$ cat src/rtl/core/ssl_pkg.sv
// Shared constants and types for the servo slew limiter.
// The channel interfaces, the top level and its checker all use this package.
// No dependencies.
package ssl_pkg;

   // Queue geometry.
   localparam int QUEUE_DEPTH = 8;
   localparam int PTR_W       = (QUEUE_DEPTH > 1) ? $clog2(QUEUE_DEPTH) : 1;
   localparam int FILL_W      = $clog2(QUEUE_DEPTH + 1);

   // Word field widths.
   localparam int OPCODE_W = 2;
   localparam int POS_W    = 8;
   localparam int DUTY_W   = 11;
   localparam int COUNT_W  = 4;
   localparam int STEP_W   = 8;

   // Configuration port widths and register indexes.
   localparam int CSR_IDX_W  = 8;
   localparam int CSR_DATA_W = 8;
   localparam logic [CSR_IDX_W-1:0] CSR_ENABLE    = 8'd0;
   localparam logic [CSR_IDX_W-1:0] CSR_STEP_SIZE = 8'd1;

   // Operation codes.
   localparam logic [OPCODE_W-1:0] OP_TICK  = 2'd0;
   localparam logic [OPCODE_W-1:0] OP_SET   = 2'd1;
   localparam logic [OPCODE_W-1:0] OP_QUEUE = 2'd2;

   // Position limit and duty scaling: duty = 1000 + pos * 1000 / 180.
   localparam logic [POS_W-1:0]  POS_LIMIT = 8'd180;
   localparam logic [DUTY_W-1:0] DUTY_BASE = 11'd1000;
   localparam logic [DUTY_W-1:0] DUTY_MAX  = 11'd2000;
   // pos * 1000 / 180 = pos * 50 / 9; divide by 9 with a reciprocal.
   localparam int SCALED_W  = 14;
   localparam int RECIP_W   = 16;
   localparam int DIV_SHIFT = 19;
   localparam int QUOT_W    = 10;
   localparam logic [RECIP_W-1:0] DIV9_RECIP = 16'd58255;

   typedef logic [PTR_W-1:0]  ptr_type;
   typedef logic [FILL_W-1:0] fill_type;

endpackage

$ cat src/rtl/core/ssl_if.sv
// Valid/ready channel interfaces for the servo slew limiter.
// Request, response and configuration write channels; depends on ssl_pkg.
interface ssl_req_if
   import ssl_pkg::*;
   ();
   logic                valid;
   logic                ready;
   logic [OPCODE_W-1:0] opcode;
   logic [POS_W-1:0]    position;

   modport source (output valid, output opcode, output position, input ready);
   modport sink   (input valid, input opcode, input position, output ready);
endinterface

interface ssl_rsp_if
   import ssl_pkg::*;
   ();
   logic               valid;
   logic               ready;
   logic [DUTY_W-1:0]  pwm_duty;
   logic [POS_W-1:0]   current_position;
   logic               accepted;
   logic [COUNT_W-1:0] queue_count;

   modport source (output valid, output pwm_duty, output current_position,
                   output accepted, output queue_count, input ready);
   modport sink   (input valid, input pwm_duty, input current_position,
                   input accepted, input queue_count, output ready);
endinterface

interface ssl_csr_if
   import ssl_pkg::*;
   ();
   logic                  valid;
   logic                  ready;
   logic [CSR_IDX_W-1:0]  index;
   logic [CSR_DATA_W-1:0] data;

   modport source (output valid, output index, output data, input ready);
   modport sink   (input valid, input index, input data, output ready);
endinterface

$ cat src/rtl/core/servo_slew_limiter_with_queue.sv
// A word accepted from the request channel is registered in the execute stage,
// then in the output register; a stalled response holds it in the execute stage.
// Throughput: one word per cycle unless the response side stalls; the queue head
// is prefetched from memory each cycle, so a pop never waits on the read port.
// Reset clears the position, goal, started flag, queue pointers and fill
// level and sets enable to 0 and step_size to 1. The queue memory is not
// cleared; an entry is read only after it has been written.
module servo_slew_limiter_with_queue
   import ssl_pkg::*;
(
   input  logic      clock,
   input  logic      reset,
   ssl_req_if.sink   req_chan,
   ssl_rsp_if.source rsp_chan,
   ssl_csr_if.sink   csr_chan
);

   // Configuration registers.
   logic              enable_ff, enable_in;
   logic [STEP_W-1:0] step_ff, step_in;

   // Servo state.
   logic [POS_W-1:0] pos_now_ff, pos_now_in;
   logic [POS_W-1:0] goal_ff, goal_in;
   logic             started_ff, started_in;

   // Queue pointers, fill level, memory and prefetched head.
   ptr_type          wr_ptr_ff, wr_ptr_in;
   ptr_type          rd_ptr_ff, rd_ptr_in;
   fill_type         fill_ff, fill_in;
   logic [POS_W-1:0] fifo_mem [QUEUE_DEPTH];
   logic [POS_W-1:0] head_ff;
   logic             push;

   // Execute stage result register.
   logic               s1_valid_ff, s1_valid_in;
   logic [POS_W-1:0]   s1_pos_ff;
   logic               s1_started_ff;
   logic               s1_ok_ff;
   logic [COUNT_W-1:0] s1_count_ff;

   // Output register.
   logic               out_valid_ff, out_valid_in;
   logic [DUTY_W-1:0]  out_duty_ff;
   logic [POS_W-1:0]   out_pos_ff;
   logic               out_ok_ff;
   logic [COUNT_W-1:0] out_count_ff;

   logic req_fire, s1_move, ok;
   logic pos_valid, fifo_full, fifo_empty;
   logic [POS_W-1:0] goal_eff, move_diff;
   logic [POS_W:0]   move_sum;
   logic [SCALED_W-1:0]         scaled;
   logic [SCALED_W+RECIP_W-1:0] product;
   logic [QUOT_W-1:0]           quot;

   // Pipeline advance: the output register frees up or is taken this cycle.
   assign s1_move        = s1_valid_ff && (!out_valid_ff || rsp_chan.ready);
   assign req_chan.ready = !s1_valid_ff || s1_move;
   assign req_fire       = req_chan.valid && req_chan.ready;
   assign csr_chan.ready = 1'b1;

   assign pos_valid  = (req_chan.position <= POS_LIMIT);
   assign fifo_full  = (fill_ff == FILL_W'(QUEUE_DEPTH));
   assign fifo_empty = (fill_ff == '0);

   // Configuration writes; a zero step size is ignored.
   always_comb begin
      enable_in = enable_ff;
      step_in   = step_ff;
      if (csr_chan.valid && csr_chan.ready) begin
         unique case (csr_chan.index)
            CSR_ENABLE: enable_in = csr_chan.data[0];
            CSR_STEP_SIZE: begin
               if (csr_chan.data != '0) begin
                  step_in = STEP_W'(csr_chan.data);
               end
            end
            default: ;
         endcase
      end
   end

   // Goal the tick moves toward: the queue head when the goal is reached.
   always_comb begin
      goal_eff = goal_ff;
      if (pos_now_ff == goal_ff && !fifo_empty) begin
         goal_eff = head_ff;
      end
   end

   assign move_sum  = {1'b0, pos_now_ff} + {1'b0, step_ff};
   assign move_diff = pos_now_ff - goal_eff;

   // Execute one word against the servo and queue state.
   always_comb begin
      pos_now_in = pos_now_ff;
      goal_in    = goal_ff;
      started_in = started_ff;
      wr_ptr_in  = wr_ptr_ff;
      rd_ptr_in  = rd_ptr_ff;
      fill_in    = fill_ff;
      push       = 1'b0;
      ok         = 1'b0;
      if (req_fire) begin
         unique case (req_chan.opcode)
            OP_TICK: begin
               ok = 1'b1;
               if (enable_ff) begin
                  started_in = 1'b1;
                  goal_in    = goal_eff;
                  if (pos_now_ff == goal_ff && !fifo_empty) begin
                     rd_ptr_in = (rd_ptr_ff == PTR_W'(QUEUE_DEPTH - 1)) ?
                                 '0 : rd_ptr_ff + PTR_W'(1);
                     fill_in   = fill_ff - FILL_W'(1);
                  end
                  // Move toward the goal, stopping at it from either side.
                  if (pos_now_ff < goal_eff) begin
                     pos_now_in = (move_sum > {1'b0, goal_eff}) ?
                                  goal_eff : move_sum[POS_W-1:0];
                  end else if (pos_now_ff > goal_eff) begin
                     pos_now_in = (move_diff <= step_ff) ?
                                  goal_eff : pos_now_ff - step_ff;
                  end
               end
            end
            OP_SET: begin
               if (pos_valid) begin
                  if (fifo_empty) begin
                     goal_in = req_chan.position;
                     ok      = 1'b1;
                  end else if (!fifo_full) begin
                     push = 1'b1;
                     ok   = 1'b1;
                  end
               end
            end
            OP_QUEUE: begin
               if (pos_valid && !fifo_full) begin
                  push = 1'b1;
                  ok   = 1'b1;
               end
            end
            default: ;
         endcase
         if (push) begin
            wr_ptr_in = (wr_ptr_ff == PTR_W'(QUEUE_DEPTH - 1)) ?
                        '0 : wr_ptr_ff + PTR_W'(1);
            fill_in   = fill_ff + FILL_W'(1);
         end
      end
   end

   // Queue memory with the head prefetched at the next read pointer.
   // A write to that same entry in this cycle is forwarded into the head.
   always_ff @(posedge clock) begin
      if (push) begin
         fifo_mem[wr_ptr_ff] <= req_chan.position;
      end
      if (push && wr_ptr_ff == rd_ptr_in) begin
         head_ff <= req_chan.position;
      end else begin
         head_ff <= fifo_mem[rd_ptr_in];
      end
   end

   // Control state.
   always_ff @(posedge clock) begin
      if (reset) begin
         enable_ff  <= 1'b0;
         step_ff    <= STEP_W'(1);
         pos_now_ff <= '0;
         goal_ff    <= '0;
         started_ff <= 1'b0;
         wr_ptr_ff  <= '0;
         rd_ptr_ff  <= '0;
         fill_ff    <= '0;
      end else begin
         enable_ff  <= enable_in;
         step_ff    <= step_in;
         pos_now_ff <= pos_now_in;
         goal_ff    <= goal_in;
         started_ff <= started_in;
         wr_ptr_ff  <= wr_ptr_in;
         rd_ptr_ff  <= rd_ptr_in;
         fill_ff    <= fill_in;
      end
   end

   // Stage valid flags.
   always_comb begin
      s1_valid_in = s1_valid_ff;
      if (req_fire) begin
         s1_valid_in = 1'b1;
      end else if (s1_move) begin
         s1_valid_in = 1'b0;
      end
      out_valid_in = out_valid_ff;
      if (s1_move) begin
         out_valid_in = 1'b1;
      end else if (rsp_chan.ready) begin
         out_valid_in = 1'b0;
      end
   end

   always_ff @(posedge clock) begin
      if (reset) begin
         s1_valid_ff  <= 1'b0;
         out_valid_ff <= 1'b0;
      end else begin
         s1_valid_ff  <= s1_valid_in;
         out_valid_ff <= out_valid_in;
      end
   end

   // Execute stage payload.
   always_ff @(posedge clock) begin
      if (req_fire) begin
         s1_pos_ff     <= pos_now_in;
         s1_started_ff <= started_in;
         s1_ok_ff      <= ok;
         s1_count_ff   <= COUNT_W'(fill_in);
      end
   end

   // Duty scaling: pos * 50, then divide by 9 with a reciprocal multiply.
   assign scaled  = (SCALED_W'(s1_pos_ff) << 5) + (SCALED_W'(s1_pos_ff) << 4)
                    + (SCALED_W'(s1_pos_ff) << 1);
   assign product = (SCALED_W + RECIP_W)'(scaled) * (SCALED_W + RECIP_W)'(DIV9_RECIP);
   assign quot    = product[DIV_SHIFT +: QUOT_W];

   // Output register.
   always_ff @(posedge clock) begin
      if (s1_move) begin
         out_duty_ff  <= s1_started_ff ? DUTY_BASE + DUTY_W'(quot) : '0;
         out_pos_ff   <= s1_pos_ff;
         out_ok_ff    <= s1_ok_ff;
         out_count_ff <= s1_count_ff;
      end
   end

   assign rsp_chan.valid            = out_valid_ff;
   assign rsp_chan.pwm_duty         = out_duty_ff;
   assign rsp_chan.current_position = out_pos_ff;
   assign rsp_chan.accepted         = out_ok_ff;
   assign rsp_chan.queue_count      = out_count_ff;

endmodule

$ cat src/flat_wrapper.sv
// flat-port wrapper written by rule: the top's interface ports become plain ports
module servo_slew_limiter_with_queue_flat import ssl_pkg::*;
  (clock, reset, req_chan_valid, req_chan_opcode, req_chan_position, req_chan_ready, rsp_chan_valid, rsp_chan_pwm_duty, rsp_chan_current_position, rsp_chan_accepted, rsp_chan_queue_count, rsp_chan_ready, csr_chan_valid, csr_chan_index, csr_chan_data, csr_chan_ready);
  ssl_req_if req_chan_i ();
  ssl_rsp_if rsp_chan_i ();
  ssl_csr_if csr_chan_i ();
  input  logic clock;
  input  logic reset;
  input wire logic [$bits(req_chan_i.valid)-1:0] req_chan_valid;
  input wire logic [$bits(req_chan_i.opcode)-1:0] req_chan_opcode;
  input wire logic [$bits(req_chan_i.position)-1:0] req_chan_position;
  output wire logic [$bits(req_chan_i.ready)-1:0] req_chan_ready;
  output wire logic [$bits(rsp_chan_i.valid)-1:0] rsp_chan_valid;
  output wire logic [$bits(rsp_chan_i.pwm_duty)-1:0] rsp_chan_pwm_duty;
  output wire logic [$bits(rsp_chan_i.current_position)-1:0] rsp_chan_current_position;
  output wire logic [$bits(rsp_chan_i.accepted)-1:0] rsp_chan_accepted;
  output wire logic [$bits(rsp_chan_i.queue_count)-1:0] rsp_chan_queue_count;
  input wire logic [$bits(rsp_chan_i.ready)-1:0] rsp_chan_ready;
  input wire logic [$bits(csr_chan_i.valid)-1:0] csr_chan_valid;
  input wire logic [$bits(csr_chan_i.index)-1:0] csr_chan_index;
  input wire logic [$bits(csr_chan_i.data)-1:0] csr_chan_data;
  output wire logic [$bits(csr_chan_i.ready)-1:0] csr_chan_ready;
  assign req_chan_i.valid = req_chan_valid;
  assign req_chan_i.opcode = req_chan_opcode;
  assign req_chan_i.position = req_chan_position;
  assign req_chan_ready = req_chan_i.ready;
  assign rsp_chan_valid = rsp_chan_i.valid;
  assign rsp_chan_pwm_duty = rsp_chan_i.pwm_duty;
  assign rsp_chan_current_position = rsp_chan_i.current_position;
  assign rsp_chan_accepted = rsp_chan_i.accepted;
  assign rsp_chan_queue_count = rsp_chan_i.queue_count;
  assign rsp_chan_i.ready = rsp_chan_ready;
  assign csr_chan_i.valid = csr_chan_valid;
  assign csr_chan_i.index = csr_chan_index;
  assign csr_chan_i.data = csr_chan_data;
  assign csr_chan_ready = csr_chan_i.ready;
  servo_slew_limiter_with_queue u_core (.clock(clock), .reset(reset), .req_chan(req_chan_i), .rsp_chan(rsp_chan_i), .csr_chan(csr_chan_i));
endmodule
$ cat config.mk
export PLATFORM = sky130hd
export DESIGN_NAME = servo_slew_limiter_with_queue_flat
export DESIGN_NICKNAME = d
export VERILOG_FILES = /design/src/rtl/core/ssl_pkg.sv /design/src/rtl/core/ssl_if.sv /design/src/rtl/core/servo_slew_limiter_with_queue.sv /design/src/flat_wrapper.sv
export SDC_FILE = /design/constraint.sdc
export NUM_CORES = 1
export LEC_CHECK = 0
export BUFFER_PORTS_ARGS = -buffer_cell sky130_fd_sc_hd__buf_2
export CORE_AREA = 3 3 153 229
export CTS_CLUSTER_DIAMETER = 120
export CTS_CLUSTER_SIZE = 30
export DETAILED_ROUTE_END_ITERATION = 8
export DIE_AREA = 0 0 156 232
export PLACE_DENSITY = 0.58
export SLEW_MARGIN = 20
export SYNTH_ARGS = -nofsm -noshare
export SYNTH_HDL_FRONTEND = slang
export SYNTH_SLANG_ARGS = --single-unit
export TNS_END_PERCENT = 50
$ cat constraint.sdc
create_clock -name clock -period 11.2 [get_ports clock]
set_clock_uncertainty 0.1 [all_clocks]
set_input_delay 2.24 -clock clock [delete_from_list [all_inputs] [get_ports clock]]
set_output_delay 2.24 -clock clock [all_outputs]
set_load 0.02 [all_outputs]
== Word-level counts from Yosys, hierarchy flattened ==
Memory sizes are Yosys's and may differ from the RTL's. A register that Yosys moved wholly into a read port is not among the register bits.
Cells that the tools add are included.

* Bits in registers: 76
* Bits in writable memories: 64
* Input port bits: 31
* Logic and storage cells: 108
* Memories kept: 1

* Add/subtract/negate cells: 10
* Multipliers: 1
* Order comparisons: 5
* Eq/ne operators: 10
* Muxes and demuxes: 42
* Reductions and logical operators: 21

{| class="wikitable"
|+ Memory list
! name !! words !! width !! rd ports !! clocked after memory_dff !! wr ports !! line !! source
|-
| u_core.fifo_mem || 8 || 8 || 1 || 1 || 1 || servo_slew_limiter_with_queue.sv:31 || <nowiki>logic [POS_W-1:0] fifo_mem [QUEUE_DEPTH];</nowiki>
|}

{| class="wikitable"
|+ Operators with widths
! cell !! count
|-
| $mux 8 || 11
|-
| $mul 14x16->29 const B || 1
|-
| $mux 4 || 5
|-
| $mux 3 || 6
|-
| $mux 1 || 17
|-
| $pmux 8 s2 || 1
|-
| $sub 8x8->8 || 2
|-
| $add 13x12->14 || 1
|-
| $add 14x9->14 || 1
|-
| $add 10x10->11 const A || 1
|-
| $add 8x8->9 || 1
|-
| $gt 9x8->1 || 1
|-
| $eq 8x1->1 const B || 1
|-
| $eq 8x8->1 || 1
|-
| $gt 8x8->1 || 1
|-
| $le 8x8->1 || 1
|-
| $le 8x8->1 const B || 1
|-
| $logic_not 8->1 || 1
|-
| $lt 8x8->1 || 1
|-
| $reduce_bool 8->1 || 1
|-
| $add 3x1->3 const B || 2
|-
| $eq 3x3->1 const B || 2
|-
| $ne 2x1->1 const B || 3
|-
| $reduce_bool 2->1 || 3
|-
| other kinds (15) || 23
|}

== Logic depth before layout (Yosys ltp) ==
* Depth in word-level cells: 12
* Mapped depth: 34
* Mapped depth without buffers: 34

== Worst setup path before layout ==
OpenSTA, ideal clock, no wires.

* Path kind: reg2reg
* From: reg u_core.s1_pos_ff[0]
* To: reg u_core.out_duty_ff[6], in the netlist u_core.rsp_chan.pwm_duty[6] (data pin)
* Arrival: 7.612 ns
* Path slack: 3.216 ns
* Cell stages (with the launch flop): 30
* Path buffers: 0
* Clock period less this slack: 7.984 ns
* Path through: edfxtp_1 inv_1 fa_1 inv_1 ha_1 fa_1 a21o_1 a21oi_1 o21bai_1 a21oi_1 o21bai_1 a21o_1 fa_1 fa_1 fa_1 inv_1 fa_1 inv_1 fa_1 inv_1 ha_1 ha_1 a21oi_1 o21ai_1 a221oi_2 o21ai_2 xnor2_2 nor4_1 a2111oi_2 or4b_1

* Longest elaborated chain between the ends: 4

{| class="wikitable"
|+ RTL lines
! element !! line !! source
|-
| start: declaration || servo_slew_limiter_with_queue.sv:37 || <nowiki>logic [POS_W-1:0] s1_pos_ff;</nowiki>
|-
| start signal: assignment || servo_slew_limiter_with_queue.sv:219 || <nowiki>s1_pos_ff <= pos_now_in;</nowiki>
|-
| $add 13x12->14 || servo_slew_limiter_with_queue.sv:227 || <nowiki>assign scaled = (SCALED_W'(s1_pos_ff) << 5) + (SCALED_W'(s1_pos_ff) << 4)</nowiki>
|-
| $add 14x9->14 (*) || servo_slew_limiter_with_queue.sv:228 || <nowiki>+ (SCALED_W'(s1_pos_ff) << 1);</nowiki>
|-
| $mul 14x16->29 (*) || servo_slew_limiter_with_queue.sv:229 || <nowiki>assign product = (SCALED_W + RECIP_W)'(scaled) * (SCALED_W + RECIP_W)'(DIV9_RECIP);</nowiki>
|-
| $add 10x10->11 (*) || servo_slew_limiter_with_queue.sv:235 || <nowiki>out_duty_ff <= s1_started_ff ? DUTY_BASE + DUTY_W'(quot) : '0;</nowiki>
|-
| end signal: assignment || servo_slew_limiter_with_queue.sv:235 ||
|-
| end: declaration || servo_slew_limiter_with_queue.sv:44 || <nowiki>logic [DUTY_W-1:0] out_duty_ff;</nowiki>
|}

Every way passes the cells marked *; elsewhere a longest branch is shown, timed or not.
A chain may end at the register's enable or synchronous reset.

== Worst setup path after layout ==
Ends and elaborated chain as after synthesis.

==> reports/results.tsv <==
metric	value	unit
status	finished, final reports clean	
hpwl	22240	um
cts_tree	yes	
rows	82	
async_flop_share	0	
drc	0	
grt_overflow	0	
fin_nets	1401	
crit_fanout	11	
period_share	0.7719	
antenna_found_initial	0	
setup_viol	0	
cts_sinks	143	
port_buffers	56	
clkTransAtPathRegs	0.06	ns
drv_cap	0	
syn_avg_cell_area	10.69	um2
yosysSeqAreaShare	0.3375	
regArea	3884	um2
relSlewSlack	0.4365	
tightest_slew	0.8452	ns
pin_count	58	
grt_pass1_vias	8284	
worst-path-buf-inv	7	
period_needed	8.645	ns
ys_types	77	
design.core.area	33340	um2
rsz0062_at_grt	no	
htreeDepth	4	
arrival	8.72	ns
worstSetupStartpointType	flip-flop	
route.detailed.wl_per_inst	17.08	um
cp_top_family	adder cells	
initial_core_util	0.3451	
drt-pass1-iter-count	4	
place_congestion	0.9058	
drt_wl_total	26860	um
n_antenna_cell	0	
hp-class	reg2reg	
finalHoldViolations	0	
crit_type	reg2reg	
setup_slack	2.555	ns
vias	7907	
synth_edf_count	102	
fillers	3262	
ctsResizeCount	0	
synthCells	1077	
place_area	12310	um2
insertion_delay	0.44	ns
setup_tns	0	ns
pre_cts_ws	2.586	ns
max_stage_delay	0.58	ns
clock-root-buffer	clkbuf_16	
final_core_util	0.3861	
grt_pass1_wl	42990	um
drt_iter0_drc	314	
synth_area	11510	um2
die_area	36190	um2
ant_nets	0	
cts_buffers	17	
die_y	232	um
slew_violations	0	
ys_warn_count	0	
final_common_cell	inv_1	
via_per_inst	5.027	
area_growth	11.87	%
die_x	156	um
ys_ff_latch	143	
crit_path_end_kind	flip-flop	
mostFrequentLayoutCells	174 x inv_1, 164 x ha_1, 102 x edfxtp_1	
drive_gt1_frac	0.1301	
cts_setup_buffers	0	
track_usage	0.1538	
multi_input_area	6845	um2
finalInstanceArea	12870	um2
syn-num-nets	1338	
critical_path_required	11.28	ns
clockBufferDepth	2	
slowest_stage	fa_1	
max_freq	115.7	MHz
grt_start_max_net_pins	40	
ys.flop_type	edfxtp_1	
cts_hold_buf	0	
## cell families after synthesis
family	synth area share
fa+ha+maj	0.2931
simple gates	0.1015
buf+inv	0.06827
compound gates	0.1102
flops	0.3375
xor+xnor	0.03783
mux	0.05121
other cells	0.0003258
## per-stage QoR
stage	hold slack (ns)	std cells
after floorplan	0.3003	1077
after global placement	0.3040	1541
after detailed placement	0.3057	1541
after CTS	0.3202	1573
after global routing	0.3231	1573
final	0.3180	1573
## flip-flops by register name, indices dropped and copies added, names as in the netlist, named ones only
signal / cells
u_core.fill_ff: 4
u_core.s1_pos_ff: 8
u_core.rsp_chan.current_position: 8
u_core.pos_now_ff: 8
u_core.rsp_chan.accepted: 1
u_core.goal_ff: 8
u_core.enable_ff: 1
u_core.fifo_mem: 64
u_core.rsp_chan.valid: 1
u_core.rd_ptr_ff: 3
u_core.wr_ptr_ff: 3
u_core.s1_ok_ff: 1
u_core.s1_count_ff: 4
u_core.started_ff: 1
u_core.s1_valid_ff: 1
u_core.rsp_chan.pwm_duty: 11
u_core.s1_started_ff: 1
u_core.step_ff: 8
u_core.rsp_chan.queue_count: 4
## synthesized netlist by cell type, drive strengths merged (7+ instances only)
cell / n / share of area
a31oi: 9 / 0.0049
nand4: 13 / 0.0076
a21oi: 58 / 0.025
dfxtp: 41 / 0.071
mux2: 7 / 0.0068
a211oi: 23 / 0.015
o21bai: 8 / 0.0052
mux2i: 15 / 0.013
nand3: 19 / 0.0087
nor2b: 17 / 0.0092
nor2: 69 / 0.023
xor2: 12 / 0.0091
xnor2: 36 / 0.029
nand2: 43 / 0.014
o21ai: 32 / 0.015
a21o: 18 / 0.012
nor4: 8 / 0.0049
edfxtp: 102 / 0.27
buf: 8 / 0.0046
nor3: 13 / 0.0065
inv: 174 / 0.057
a2111oi: 7 / 0.0078
ha: 164 / 0.18
fa: 66 / 0.11
mux4: 16 / 0.031
nand2b: 12 / 0.0065
clkbuf: 21 / 0.0070
## layer usage
metal / vias to the layer above / share of wire / wire, um / global-route usage
met5: - / 0 / 0 / 0
met4: 0 / 0.039 / 1051 / 0.07236
met3: 52 / 0.016 / 442 / 0.01958
met2: 108 / 0.59 / 15730 / 0.3091
met1: 3850 / 0.36 / 9633 / 0.1512
li1: 3897 / - / - / -
## worst reg2reg max path, delay by kind of cell, from the launching register on
kind / cells / cell delay (ns)
XOR/XNOR: 1 / 0.24
AND/OR/NAND/NOR: 3 / 0.99
adder cells (fa/ha/maj): 10 / 4.31
buffers and inverters: 7 / 0.75
flip-flops: 1 / 0.50
AO/OA/AOI/OAI: 7 / 1.49
## final timing paths
check                                   endpoint                  start  slack (ns)  cells after the start
hold reg to reg   u_core.rsp_chan.queue_count[0]  u_core.s1_count_ff[0]        0.32                      0
setup / recovery     u_core.rsp_chan.pwm_duty[6]    u_core.s1_pos_ff[0]        2.55                     28
setup reg to reg     u_core.rsp_chan.pwm_duty[6]    u_core.s1_pos_ff[0]        2.55                     28
hold / removal    u_core.rsp_chan.queue_count[0]  u_core.s1_count_ff[0]        0.32                      0
## area by class of cell
type,count,area share
Multi-Input combinational cell,731,0.5317
Sequential cell,143,0.3017
Inverter,174,0.05073
Tap cell,420,0.04082
Clock buffer,20,0.03469
Timing Repair Buffer,73,0.03168
Clock inverter,12,0.008746
Power is left out: the tool's default activity adds up to more than one toggle a clock period on the data nets, which glitch-free logic cannot reach.
